## config.mk

```make
export PLATFORM = sky130hd
export DESIGN_NAME = kruskal_mst_edge_selector_top
export DESIGN_NICKNAME = d
export VERILOG_FILES = /design/src/rtl/core/kms_pkg.sv /design/src/rtl/core/kms_edge_store.sv /design/src/rtl/core/kruskal_mst_edge_selector_top.sv
export SDC_FILE = /design/constraint.sdc
export NUM_CORES = 2
export LEC_CHECK = 0
export ABC_CLOCK_PERIOD_IN_PS = 8790
export CORE_MARGIN = 2
export CORE_UTILIZATION = 45
export CTS_CLUSTER_SIZE = 28
export DETAILED_ROUTE_END_ITERATION = 7
export DONT_BUFFER_PORTS = 1
export PLACE_DENSITY = 0.69
export SYNTH_ARGS = -nofsm -noshare
export SYNTH_HDL_FRONTEND = slang
export SYNTH_SLANG_ARGS = --single-unit
```

## constraint.sdc

```tcl
create_clock -name clock -period 8.79 [get_ports clock]
set_input_delay 0.4395 -clock clock [delete_from_list [all_inputs] [get_ports clock]]
set_output_delay 0.4395 -clock clock [all_outputs]
set_load 0.05 [all_outputs]
```

## src/rtl/core/kms_pkg.sv

```systemverilog
`timescale 1ns / 1ps
// Shared sizes and transfer types for the Kruskal spanning-tree edge selector.
// No dependencies; imported by every module of the block.
package kms_pkg;

   localparam int VERTICES  = 16;
   localparam int MAX_EDGES = 64;
   localparam int MAX_OUT   = 15;

   localparam int VTX_W = $clog2(VERTICES);
   localparam int W_W   = 16;
   localparam int IDX_W = $clog2(MAX_EDGES);
   localparam int CNT_W = $clog2(MAX_EDGES + 1);
   localparam int OUT_W = $clog2(MAX_OUT + 1);
   localparam int KEY_W = W_W + IDX_W;

   typedef struct packed {
      logic [VTX_W-1:0]      first_vertex;
      logic [VTX_W-1:0]      second_vertex;
      logic signed [W_W-1:0] edge_weight;
      logic                  edge_present;
      logic                  last_item;
   } req_type;

   typedef struct packed {
      logic [VTX_W-1:0]      tree_first;
      logic [VTX_W-1:0]      tree_second;
      logic signed [W_W-1:0] tree_weight;
      logic                  edge_valid;
      logic                  last_result;
      logic                  overflowed;
   } rsp_type;

   typedef struct packed {
      logic [VTX_W-1:0]      u;
      logic [VTX_W-1:0]      v;
      logic signed [W_W-1:0] w;
   } edge_type;

   typedef struct packed {
      logic start;
      logic first;
      logic clear;
   } scan_cmd_type;

   typedef struct packed {
      logic     done;
      logic     found;
      edge_type best;
   } scan_rsp_type;

endpackage

```

## src/rtl/core/kms_edge_store.sv

```systemverilog
`timescale 1ns / 1ps
// Edge store and minimum-search unit: one pass finds the smallest (weight, slot)
// key above the previous pick. Depends on kms_pkg.
module kms_edge_store import kms_pkg::*; (
   input  logic         clock,
   input  logic         reset,
   input  logic         load_en,
   input  edge_type     load_edge,
   input  scan_cmd_type cmd,
   output scan_rsp_type rsp,
   output logic         overflow
);

   // order by weight, then arrival slot; flip the sign bit for unsigned compare
   function automatic logic [KEY_W-1:0] key_of(edge_type e, logic [IDX_W-1:0] idx);
      key_of = {~e.w[W_W-1], e.w[W_W-2:0], idx};
   endfunction

   edge_type mem [MAX_EDGES];

   logic [CNT_W-1:0] count_ff, count_in;
   logic             ovf_ff, ovf_in;
   logic             active_ff, active_in;
   logic [CNT_W-1:0] rd_cnt_ff, rd_cnt_in;
   logic             rd_valid_ff;
   logic [IDX_W-1:0] rd_idx_ff;
   edge_type         rd_data_ff;
   logic             found_ff, found_in;
   logic [KEY_W-1:0] best_key_ff, best_key_in;
   edge_type         best_edge_ff, best_edge_in;
   logic             have_prev_ff, have_prev_in;
   logic [KEY_W-1:0] prev_key_ff, prev_key_in;
   logic             done_ff, done_in;

   logic             store_full;
   logic             write_en;
   logic             issue;
   logic [KEY_W-1:0] cand_key;
   logic             take;
   logic             pass_end;

   assign store_full = count_ff == CNT_W'(MAX_EDGES);
   assign write_en   = load_en && !store_full;
   assign issue      = active_ff && (rd_cnt_ff < count_ff);
   assign cand_key   = key_of(rd_data_ff, rd_idx_ff);
   assign take       = rd_valid_ff
                       && (!have_prev_ff || cand_key > prev_key_ff)
                       && (!found_ff || cand_key < best_key_ff);
   assign pass_end   = active_ff && !issue && !rd_valid_ff;

   always_comb begin
      count_in     = count_ff;
      ovf_in       = ovf_ff;
      active_in    = active_ff;
      rd_cnt_in    = rd_cnt_ff;
      found_in     = found_ff;
      best_key_in  = best_key_ff;
      best_edge_in = best_edge_ff;
      have_prev_in = have_prev_ff;
      prev_key_in  = prev_key_ff;
      done_in      = 1'b0;

      if (cmd.clear) begin
         count_in = '0;
         ovf_in   = 1'b0;
      end else if (load_en) begin
         if (store_full) begin
            ovf_in = 1'b1;
         end else begin
            count_in = count_ff + CNT_W'(1);
         end
      end

      if (cmd.start) begin
         active_in = 1'b1;
         rd_cnt_in = '0;
         found_in  = 1'b0;
         if (cmd.first) begin
            have_prev_in = 1'b0;
         end
      end else begin
         if (issue) begin
            rd_cnt_in = rd_cnt_ff + CNT_W'(1);
         end
         if (take) begin
            found_in     = 1'b1;
            best_key_in  = cand_key;
            best_edge_in = rd_data_ff;
         end
         if (pass_end) begin
            active_in = 1'b0;
            done_in   = 1'b1;
            if (found_ff) begin
               prev_key_in  = best_key_ff;
               have_prev_in = 1'b1;
            end
         end
      end
   end

   always_ff @(posedge clock) begin
      if (reset) begin
         count_ff     <= '0;
         ovf_ff       <= 1'b0;
         active_ff    <= 1'b0;
         rd_cnt_ff    <= '0;
         rd_valid_ff  <= 1'b0;
         found_ff     <= 1'b0;
         have_prev_ff <= 1'b0;
         done_ff      <= 1'b0;
      end else begin
         count_ff     <= count_in;
         ovf_ff       <= ovf_in;
         active_ff    <= active_in;
         rd_cnt_ff    <= rd_cnt_in;
         rd_valid_ff  <= issue && !cmd.start;
         found_ff     <= found_in;
         have_prev_ff <= have_prev_in;
         done_ff      <= done_in;
      end
   end

   always_ff @(posedge clock) begin
      best_key_ff  <= best_key_in;
      best_edge_ff <= best_edge_in;
      prev_key_ff  <= prev_key_in;
      rd_idx_ff    <= rd_cnt_ff[IDX_W-1:0];
   end

   // single write port on load, single registered read port for the search
   always_ff @(posedge clock) begin
      if (write_en) begin
         mem[count_ff[IDX_W-1:0]] <= load_edge;
      end
      if (issue) begin
         rd_data_ff <= mem[rd_cnt_ff[IDX_W-1:0]];
      end
   end

   assign rsp.done  = done_ff;
   assign rsp.found = found_ff;
   assign rsp.best  = best_edge_ff;
   assign overflow  = ovf_ff;

endmodule

```

## src/rtl/core/kruskal_mst_edge_selector_top.sv

```systemverilog
`timescale 1ns / 1ps
// Kruskal edge selector top: edges load at one transfer per cycle; the graph's last
// item starts the tree pass. Each search pass launches, reads the n stored edges over the
// single store read port, then ends and raises a done flag; each picked edge then walks
// union-find steps (at most VERTICES - 1 per endpoint), and the input stalls throughout
// the tree pass. Synchronous active-high reset empties the store, clears the overflow
// flag and makes each vertex its own parent.
module kruskal_mst_edge_selector_top import kms_pkg::*; (
   input  logic    clock,
   input  logic    reset,
   input  logic    req_valid,
   output logic    req_stall,
   input  req_type req_data,
   output logic    rsp_valid,
   input  logic    rsp_stall,
   output rsp_type rsp_data
);

   typedef enum logic [6:0] {
      ST_LOAD   = 7'b0000001,
      ST_START  = 7'b0000010,
      ST_SCAN   = 7'b0000100,
      ST_FIND_A = 7'b0001000,
      ST_FIND_B = 7'b0010000,
      ST_PUSH   = 7'b0100000,
      ST_FLUSH  = 7'b1000000
   } state_type;

   function automatic rsp_type make_rsp(edge_type e, logic valid, logic last, logic ovf);
      rsp_type r;
      r.tree_first  = valid ? e.u : '0;
      r.tree_second = valid ? e.v : '0;
      r.tree_weight = valid ? e.w : '0;
      r.edge_valid  = valid;
      r.last_result = last;
      r.overflowed  = ovf;
      return r;
   endfunction

   state_type        state_ff, state_in;
   logic             first_ff, first_in;
   edge_type         cur_ff, cur_in;
   logic [VTX_W-1:0] x_ff, x_in;
   logic [VTX_W-1:0] ra_ff, ra_in;
   logic [VTX_W-1:0] parent_ff [VERTICES];
   edge_type         pend_ff, pend_in;
   logic             pend_valid_ff, pend_valid_in;
   logic [OUT_W-1:0] emitted_ff, emitted_in;
   logic             rsp_valid_ff, rsp_valid_in;
   rsp_type          rsp_data_ff, rsp_data_in;

   logic             req_accept;
   logic             keep_edge;
   edge_type         in_edge;
   logic             slot_free;
   logic [VTX_W-1:0] x_parent;
   logic             at_root;
   logic             par_we;
   logic             par_clear;
   logic             ovf;
   scan_cmd_type     scan_cmd;
   scan_rsp_type     scan_rsp;

   // the input side is only open while edges load
   assign req_stall  = state_ff != ST_LOAD;
   assign req_accept = req_valid && !req_stall;

   // drop items that are not list edges or name a vertex out of range
   assign keep_edge = req_data.edge_present
                      && (req_data.first_vertex < req_data.second_vertex)
                      && (int'(req_data.second_vertex) < VERTICES);

   assign in_edge.u = req_data.first_vertex;
   assign in_edge.v = req_data.second_vertex;
   assign in_edge.w = req_data.edge_weight;

   kms_edge_store u_store (
      .clock     (clock),
      .reset     (reset),
      .load_en   (req_accept && keep_edge),
      .load_edge (in_edge),
      .cmd       (scan_cmd),
      .rsp       (scan_rsp),
      .overflow  (ovf)
   );

   // output register frees when empty or when its transfer completes
   assign slot_free = !rsp_valid_ff || !rsp_stall;

   // one union-find step per cycle through the single parent read
   assign x_parent = parent_ff[x_ff];
   assign at_root  = x_parent == x_ff;

   always_comb begin
      state_in      = state_ff;
      first_in      = first_ff;
      cur_in        = cur_ff;
      x_in          = x_ff;
      ra_in         = ra_ff;
      pend_in       = pend_ff;
      pend_valid_in = pend_valid_ff;
      emitted_in    = emitted_ff;
      rsp_valid_in  = rsp_valid_ff && rsp_stall;
      rsp_data_in   = rsp_data_ff;
      par_we        = 1'b0;
      par_clear     = 1'b0;
      scan_cmd      = '0;

      unique case (state_ff)
         ST_LOAD: begin
            if (req_accept && req_data.last_item) begin
               first_in = 1'b1;
               state_in = ST_START;
            end
         end
         ST_START: begin
            // launch a search for the next edge in stable weight order
            scan_cmd.start = 1'b1;
            scan_cmd.first = first_ff;
            first_in       = 1'b0;
            state_in       = ST_SCAN;
         end
         ST_SCAN: begin
            if (scan_rsp.done) begin
               if (scan_rsp.found && (emitted_ff < OUT_W'(MAX_OUT))) begin
                  cur_in   = scan_rsp.best;
                  x_in     = scan_rsp.best.u;
                  state_in = ST_FIND_A;
               end else begin
                  state_in = ST_FLUSH;
               end
            end
         end
         ST_FIND_A: begin
            if (at_root) begin
               ra_in    = x_ff;
               x_in     = cur_ff.v;
               state_in = ST_FIND_B;
            end else begin
               x_in = x_parent;
            end
         end
         ST_FIND_B: begin
            if (at_root) begin
               if (ra_ff != x_ff) begin
                  // join the two components: hang the first root under the second
                  par_we   = 1'b1;
                  state_in = ST_PUSH;
               end else begin
                  state_in = ST_START;
               end
            end else begin
               x_in = x_parent;
            end
         end
         ST_PUSH: begin
            // hold the newest tree edge back so the final one can carry last_result
            if (!pend_valid_ff) begin
               pend_in       = cur_ff;
               pend_valid_in = 1'b1;
               emitted_in    = emitted_ff + OUT_W'(1);
               state_in      = ST_START;
            end else if (slot_free) begin
               rsp_valid_in = 1'b1;
               rsp_data_in  = make_rsp(pend_ff, 1'b1, 1'b0, ovf);
               pend_in      = cur_ff;
               emitted_in   = emitted_ff + OUT_W'(1);
               state_in     = ST_START;
            end
         end
         ST_FLUSH: begin
            // release the held edge, or the empty-tree marker, then reset the graph
            if (slot_free) begin
               rsp_valid_in   = 1'b1;
               rsp_data_in    = make_rsp(pend_ff, pend_valid_ff, 1'b1, ovf);
               par_clear      = 1'b1;
               scan_cmd.clear = 1'b1;
               pend_valid_in  = 1'b0;
               emitted_in     = '0;
               state_in       = ST_LOAD;
            end
         end
         default: begin
            state_in = ST_LOAD;
         end
      endcase
   end

   always_ff @(posedge clock) begin
      if (reset) begin
         state_ff      <= ST_LOAD;
         first_ff      <= 1'b0;
         pend_valid_ff <= 1'b0;
         emitted_ff    <= '0;
         rsp_valid_ff  <= 1'b0;
      end else begin
         state_ff      <= state_in;
         first_ff      <= first_in;
         pend_valid_ff <= pend_valid_in;
         emitted_ff    <= emitted_in;
         rsp_valid_ff  <= rsp_valid_in;
      end
   end

   always_ff @(posedge clock) begin
      cur_ff      <= cur_in;
      x_ff        <= x_in;
      ra_ff       <= ra_in;
      pend_ff     <= pend_in;
      rsp_data_ff <= rsp_data_in;
   end

   // parent table: every vertex its own parent after reset and after each graph
   always_ff @(posedge clock) begin
      for (int i = 0; i < VERTICES; i++) begin
         if (reset || par_clear) begin
            parent_ff[i] <= VTX_W'(i);
         end else if (par_we && (ra_ff == VTX_W'(i))) begin
            parent_ff[i] <= x_ff;
         end
      end
   end

   assign rsp_valid = rsp_valid_ff;
   assign rsp_data  = rsp_data_ff;

endmodule

```

======== Word level (Yosys, flattened, before mapping) ========
Memory sizes are Yosys's and may differ from the RTL's. A register that Yosys moved wholly into a read port is not among the register bits.
Cells that the tools add are included.
cells by class
  add/subtract/negate cells ............... 3
  $lt $le $gt $ge ......................... 5
  eq/ne operators ......................... 38
  muxes and demuxes ....................... 117
  bitwise gates (word level) .............. 19
  reduce and logical (&&, ||, !) cells .... 64
operator list
  operator                                                          number
  4-bit two-way mux                                                 26
  27-bit two-way mux                                                3
  1-bit two-way mux                                                 68
  7-bit two-way mux                                                 8
  27-bit case mux with 2 select lines                               1
  7-bit case mux with 7 select lines                                1
  24-bit two-way mux                                                2
  4-bit == test (second input constant)                             8
  1-bit logical AND                                                 29
  22-bit greater-than comparator                                    1
  22-bit less-than comparator                                       1
  2-bit inequality test (second input constant)                     9
  4-bit by 3-bit == test with 1-bit output (second input constant)  4
  16-bit two-way mux                                                1
  1-bit bitwise OR                                                  16
  7-bit by 1-bit adder with 7-bit output (second input constant)    2
  7-bit == test (second input constant)                             2
  2-bit AND reduction                                               7
  4-bit case mux with 3 select lines                                1
  3-bit AND reduction                                               4
  1-bit zero test                                                   9
  4-bit by 2-bit == test with 1-bit output (second input constant)  2
  4-bit case mux with 2 select lines                                1
  4-bit AND reduction                                               2
  26 further kinds                                                  38
word-level totals
  bits in registers ....................... 191
  memory bits (writable) .................. 1600
  input bits .............................. 30
  output and inout bits ................... 29
  logic and storage cells ................. 281
  memories ................................ 2
memories
  name         words  bits a word  rd ports  clocked after memory_dff  write ports  RTL line                             text
  u_store.mem  64     24           1         1                         1            kms_edge_store.sv:19                 edge_type mem [MAX_EDGES];
  parent_ff    16     4            1         1                         16           kruskal_mst_edge_selector_top.sv:45  logic [VTX_W-1:0] parent_ff [VERTICES];

======== Logic depth before layout (Yosys ltp) ========
  depth in word-level cells ............... 9
  gate-level depth with buffers ........... 11
  gate-level depth less buffers ........... 11

======== Hierarchy ========
A second synthesis with hierarchy kept.
unflattened totals
  cells, all modules ...................... 3532
  area total of the unflattened synthesis .. 70487.6 µm²
modules (own cells, without submodules)
  module                         instances  cells each  area each (µm²)
  kms_edge_store                 1          3002        63343.3
  kruskal_mst_edge_selector_top  1          530         7144.4

======== Worst setup path before layout ========
No wires, ideal clock.
  path kind ............................... reg-to-reg
  start ................................... reg u_store.cand_key[7] (netlist name)
  end ..................................... reg u_store.best_key_ff[0], enable pin
  arrival time ............................ 6.793 ns
  data required time ...................... 8.204 ns
  slack ................................... 1.411 ns
  cell stages (with the launch flop) ...... 11
  buffers on the path ..................... 0
  path through ............................ edfxtp_1 > ha_1 > a21o_1 > a21o_1 > a21oi_1 > nor2b_1 > o21ai_0 > a21oi_1 > a2111oi_0 > o31ai_1 > a2111oi_0
on the way
  longest elaborated chain between the ends .. 5
  elaborated cells between the ends (all ways) .. 7
  classes of those cells .................. 2 x order compare; 5 x reduce/logical
ends and longest elaborated chain
  what                                      RTL line               text
  22-bit greater-than comparator            kms_edge_store.sv:47   && (!have_prev_ff || cand_key > prev_key_ff)
  1-bit logical OR                          kms_edge_store.sv:47
  1-bit logical AND                         kms_edge_store.sv:47
  1-bit logical AND (*)                     kms_edge_store.sv:48   && (!found_ff || cand_key < best_key_ff);
  2-bit AND reduction (no source line) (*)  n/a
  end signal, assigned                      kms_edge_store.sv:124  best_key_ff <= best_key_in;
  end, declared                             kms_edge_store.sv:29   logic [KEY_W-1:0] best_key_ff, best_key_in;
Mark *: on every way between the ends. The rest lies on a longest branch, timed or not.
A chain may end at the register's enable or synchronous reset.

======== Worst setup path in the final report ========
  start ................................... reg state_ff[6]
  end ..................................... mem u_store.mem[6][4] (netlist name), enable pin
on the way
  longest elaborated chain between the ends .. 7
ends and longest elaborated chain
  what                                              RTL line                              text
  start, declared                                   kruskal_mst_edge_selector_top.sv:40   state_type state_ff, state_in;
  start signal, assigned                            kruskal_mst_edge_selector_top.sv:197  state_ff <= state_in;
  7-bit by 1-bit inequality test with 1-bit output  kruskal_mst_edge_selector_top.sv:65   assign req_stall = state_ff != ST_LOAD;
  1-bit zero test                                   kruskal_mst_edge_selector_top.sv:66   assign req_accept = req_valid && !req_stall;
  1-bit logical AND                                 kruskal_mst_edge_selector_top.sv:66
  1-bit logical AND                                 kruskal_mst_edge_selector_top.sv:80   .load_en (req_accept && keep_edge),
  1-bit logical AND                                 kms_edge_store.sv:43                  assign write_en = load_en && !store_full;
  1-bit two-way mux                                 kms_edge_store.sv:132                 if (write_en) begin
  1-bit two-way mux (not written as such)           kms_edge_store.sv:133                 mem[count_ff[IDX_W-1:0]] <= load_edge;
  end, declared                                     kms_edge_store.sv:19
No other way between the ends.

==> summary.txt <==
Floorplanning
  – I/O pins: 59
  – Die X: 397 um
  – Die H: 397 um
  – Placeable Area: 154000 sq um
  – Die area: 158000 sq um
  – Row cnt: 144
  – Initial Util: 45.2%

Critical path
  – Reg-to-Reg Start: state_ff[6]$_SDFFE_PP0P_
  – R2R Setup Slk: 3.83 ns
  – Critical Path RT: 9.27 ns
  – Critical Path Source: state_ff[6]$_SDFFE_PP0P_
  – Worst R2R End: u_store.mem[6][4]$_DFFE_PP_
  – Worst setup EP type: register
  – Crit path capture: u_store.mem[6][4]$_DFFE_PP_
  – Max Fanout on Critical Path: 13
  – Startpoint Class: register
  – Worst Path Arrival: 5.43 ns
  – Crit path kind: reg2reg
  – Reg2Reg Depth: 8

Routing
  – Via count: 32000
  – Drt wl/cell: 29.3 um
  – DRC Markers: 0
  – DR vias/cell: 5.93
  – Drt total wl: 158000 um
  – Antenna-violating nets left: 0
  – 1st-iter DRT viols: 3870
  – Drt pass-1 iters: 6

Timing
  – Max-slew violations: 0
  – Slew HR: 20.1%
  – TNS Setup: 0 ns
  – Fmax: 0.202 GHz
  – Slew @ Worst Pin: 1.20 ns
  – Setup Viol. Count Final: 0
  – Final Cycle Share: 56.4%
  – Hold Vio Cnt, Final: 0
  – Minimum clock period after layout: 4.96 ns
  – Final Skew: 0.0252 ns
  – RSZ-0062 raised after global routing: no
  – Min Hold Slack: 0.0233 ns

Cells and area
  – Layout cells sized above 1: 28.2%
  – Layout area overhead: 13.2%
  – Layout Nets: 3291

Global routing
  – First-pass GRT wire length: 228000 um
  – Total GRT Usage: 20.2%
  – Largest net degree at the start of global routing: 107
  – Vias in the first global route: 32000
  – Antenna violations before repair: 15
  – Gr ovfl total: 0

CTS
  – CTS HTree Levels: 4
  – Reg clk slew, reported paths: 0.06 ns
  – Clk Latency, worst-skew pair: 0.80 ns
  – Max clock buf depth: 3
  – Root buffer cell: clkbuf_16
  – Num CTS Buffers: 173
  – CTS tree: yes
  – CTS Sinks: 1804

Place
  – GPL Wtd Cong: 0.809
  – Hpwl dp: 84400 um
  – IO Port Bufs: 0

Min path
  – Hold Crit Class: in2reg

Synthesis
  – Mapped cell area: 69600 sq um
  – EDFF count, synth: 1760
  – Synth async-reset ratio: 0%
  – Flop and latch count out of synthesis: 1804
  – Synth area leader: edfxtp_1
  – Post-synth top flop: edfxtp_1
  – Dominant cells by area after synthesis: edfxtp_1 76%, mux4_2 17%, dfxtp_1 1.3%, ha_1 1.0%, nor2_1 0.80%
  – Netlist cell types: 54
  – Mapped Nets: 3151
  – Yosys Warn Count: 0
  – Area share of the largest cell type after synthesis: 75.9%
  – Mapped Cells: 3065
  – Register area share after synthesis: 77.2%
  – Syn Area/Cell: 22.7 sq um

Run status
  – Status: complete, no violations

Pwr
  – Power per cell area: 217 nW/um^2
  – Leakage: 23.8 nW
  – Worst vdd ir: 0.000185 V

Flow run
  – Max Cap Viol: 0
## metrics by stage
stage	setup slack, ns	power [mW]	utilization [%]	cell area (sq um)	cells
finish	3.83	17.1	51.2	78800	5397
global route	3.54	17.5	51.2	78800	5391
CTS	3.97	17.2	51.2	78800	5391
detailed placement	3.99	9.85	47.1	72500	5041
global placement	3.99	9.85	47.1	72500	5041
floorplan	1.41	9.79	-	69600	3065
## registers in the layout, summed over array words and instances (netlist names), 4 cells and up, named ones only
name,count
pend_ff,24
ra_ff,4
u_store.rd_cnt_ff,7
state_ff,7
u_store.mem,1536
u_store.rd_data_ff,9
u_store.rsp,24
u_store.rd_idx_ff,6
u_store.count_ff,7
emitted_ff,4
u_store.cand_key,15
u_store.best_key_ff,7
cur_ff,24
rsp_data,27
x_ff,4
parent_ff,64
u_store.prev_key_ff,22
## cells in the mapped netlist, drive strengths merged, types with 11 or more instances
| master | instances |
|---|---|
| nand2 | 69 |
| mux2i | 11 |
| clkbuf | 91 |
| a21oi | 30 |
| nor2b | 32 |
| nand4 | 14 |
| edfxtp | 1760 |
| inv | 63 |
| dfxtp | 44 |
| buf | 44 |
| a21o | 20 |
| o21ai | 29 |
| nand3 | 19 |
| ha | 56 |
| xnor2 | 11 |
| mux4 | 521 |
| xor2 | 13 |
| nor2 | 148 |
## routing by layer
| layer | GRT usage, % | share of wire [%] | wire length (um) | vias to the layer above |
|---|---|---|---|---|
| met5 | 0 | 0.039 | 62 | - |
| met4 | 5.91 | 2.5 | 3930 | 10 |
| met3 | 4.22 | 8.7 | 13700 | 251 |
| met2 | 32.1 | 48 | 76600 | 1400 |
| met1 | 28.5 | 40 | 64000 | 17200 |
| li1 | - | - | - | 13200 |
## power by group
part / switching [mW] / internal (mW)
Clock: 3.10 / 4.14
Sequential: 0.0130 / 9.45
Combinational: 0.259 / 0.116
## timing repair
action,in CTS,in global routing
buffers inserted,0,0
hold buffers,33,0
hold endpoints to repair,1552,0
resized for setup,0,0
## critical path: stages, from the launching register on
cell and delay (ns):
dfxtp_1 0.36, nor3_1 0.25, nand2_1 0.10, nor3b_1 0.85, o2111ai_1 0.47, nor3_1 0.49
nand3_1 0.73, nor2_2 1.02, buf_4 0.38
## final cells by class
type                            count  area [sq um]
Antenna cell                        6          15.0
Clock buffer                      225          4780
Clock inverter                     92           723
Fill cell                       11800         75100
Inverter                           65           244
Multi-Input combinational cell   1061         15400
Sequential cell                  1804         53700
Tap cell                         2044          2560
Timing Repair Buffer              100          1300
## logic make-up (layout without fill, tap and decap cells)
group                      after synthesis  after routing  share of synthesized area [%]
muxes                                  542            542                           17.2
xor gates and xnor gates                24             24                          0.302
DFF                                   1804           1804                           77.2
buffers and inverters                  200            482                           1.10
adders and majority gates               56             56                           1.01
and+or+nand+nor                        335            335                           2.28
AOI/OAI and AO/OA                      104            104                          0.956
other                                    0              6                              0
## layout by cell type, fill, tap and decap left out, types with 32 or more instances in the layout
cell       netlist  layout
nor2b_1         32      32
mux4_2         521     521
nand2_1         69      69
inv_1           63      63
nor2_2           0      42
buf_4            1      63
nor2_1         148      83
clkbuf_1        91      37
edfxtp_1      1760    1760
ha_1            56      56
clkbuf_16        0     182
clkinv_1         2      49
dfxtp_1         44      39
## how the worst min path moves through the flow
stage                                    endpoint  cells past startpoint                              start  slack, ns
detailed placement          pend_ff[10]$_DFFE_PP_                      0               cur_ff[10]$_DFFE_PP_       0.40
floorplan            u_store.rd_idx_ff[0]$_DFF_P_                      0  u_store.rd_cnt_ff[0]$_SDFFE_PP0P_       0.35
global placement             pend_ff[9]$_DFFE_PP_                      0                cur_ff[9]$_DFFE_PP_       0.40
finish              u_store.mem[45][13]$_DFFE_PP_                      1                       req_data[15]       0.02
CTS                 u_store.mem[49][15]$_DFFE_PP_                      1                       req_data[17]      0.001
global route        u_store.mem[45][13]$_DFFE_PP_                      1                       req_data[15]       0.02
No activity file was read; power rests on OpenSTA's default activity.
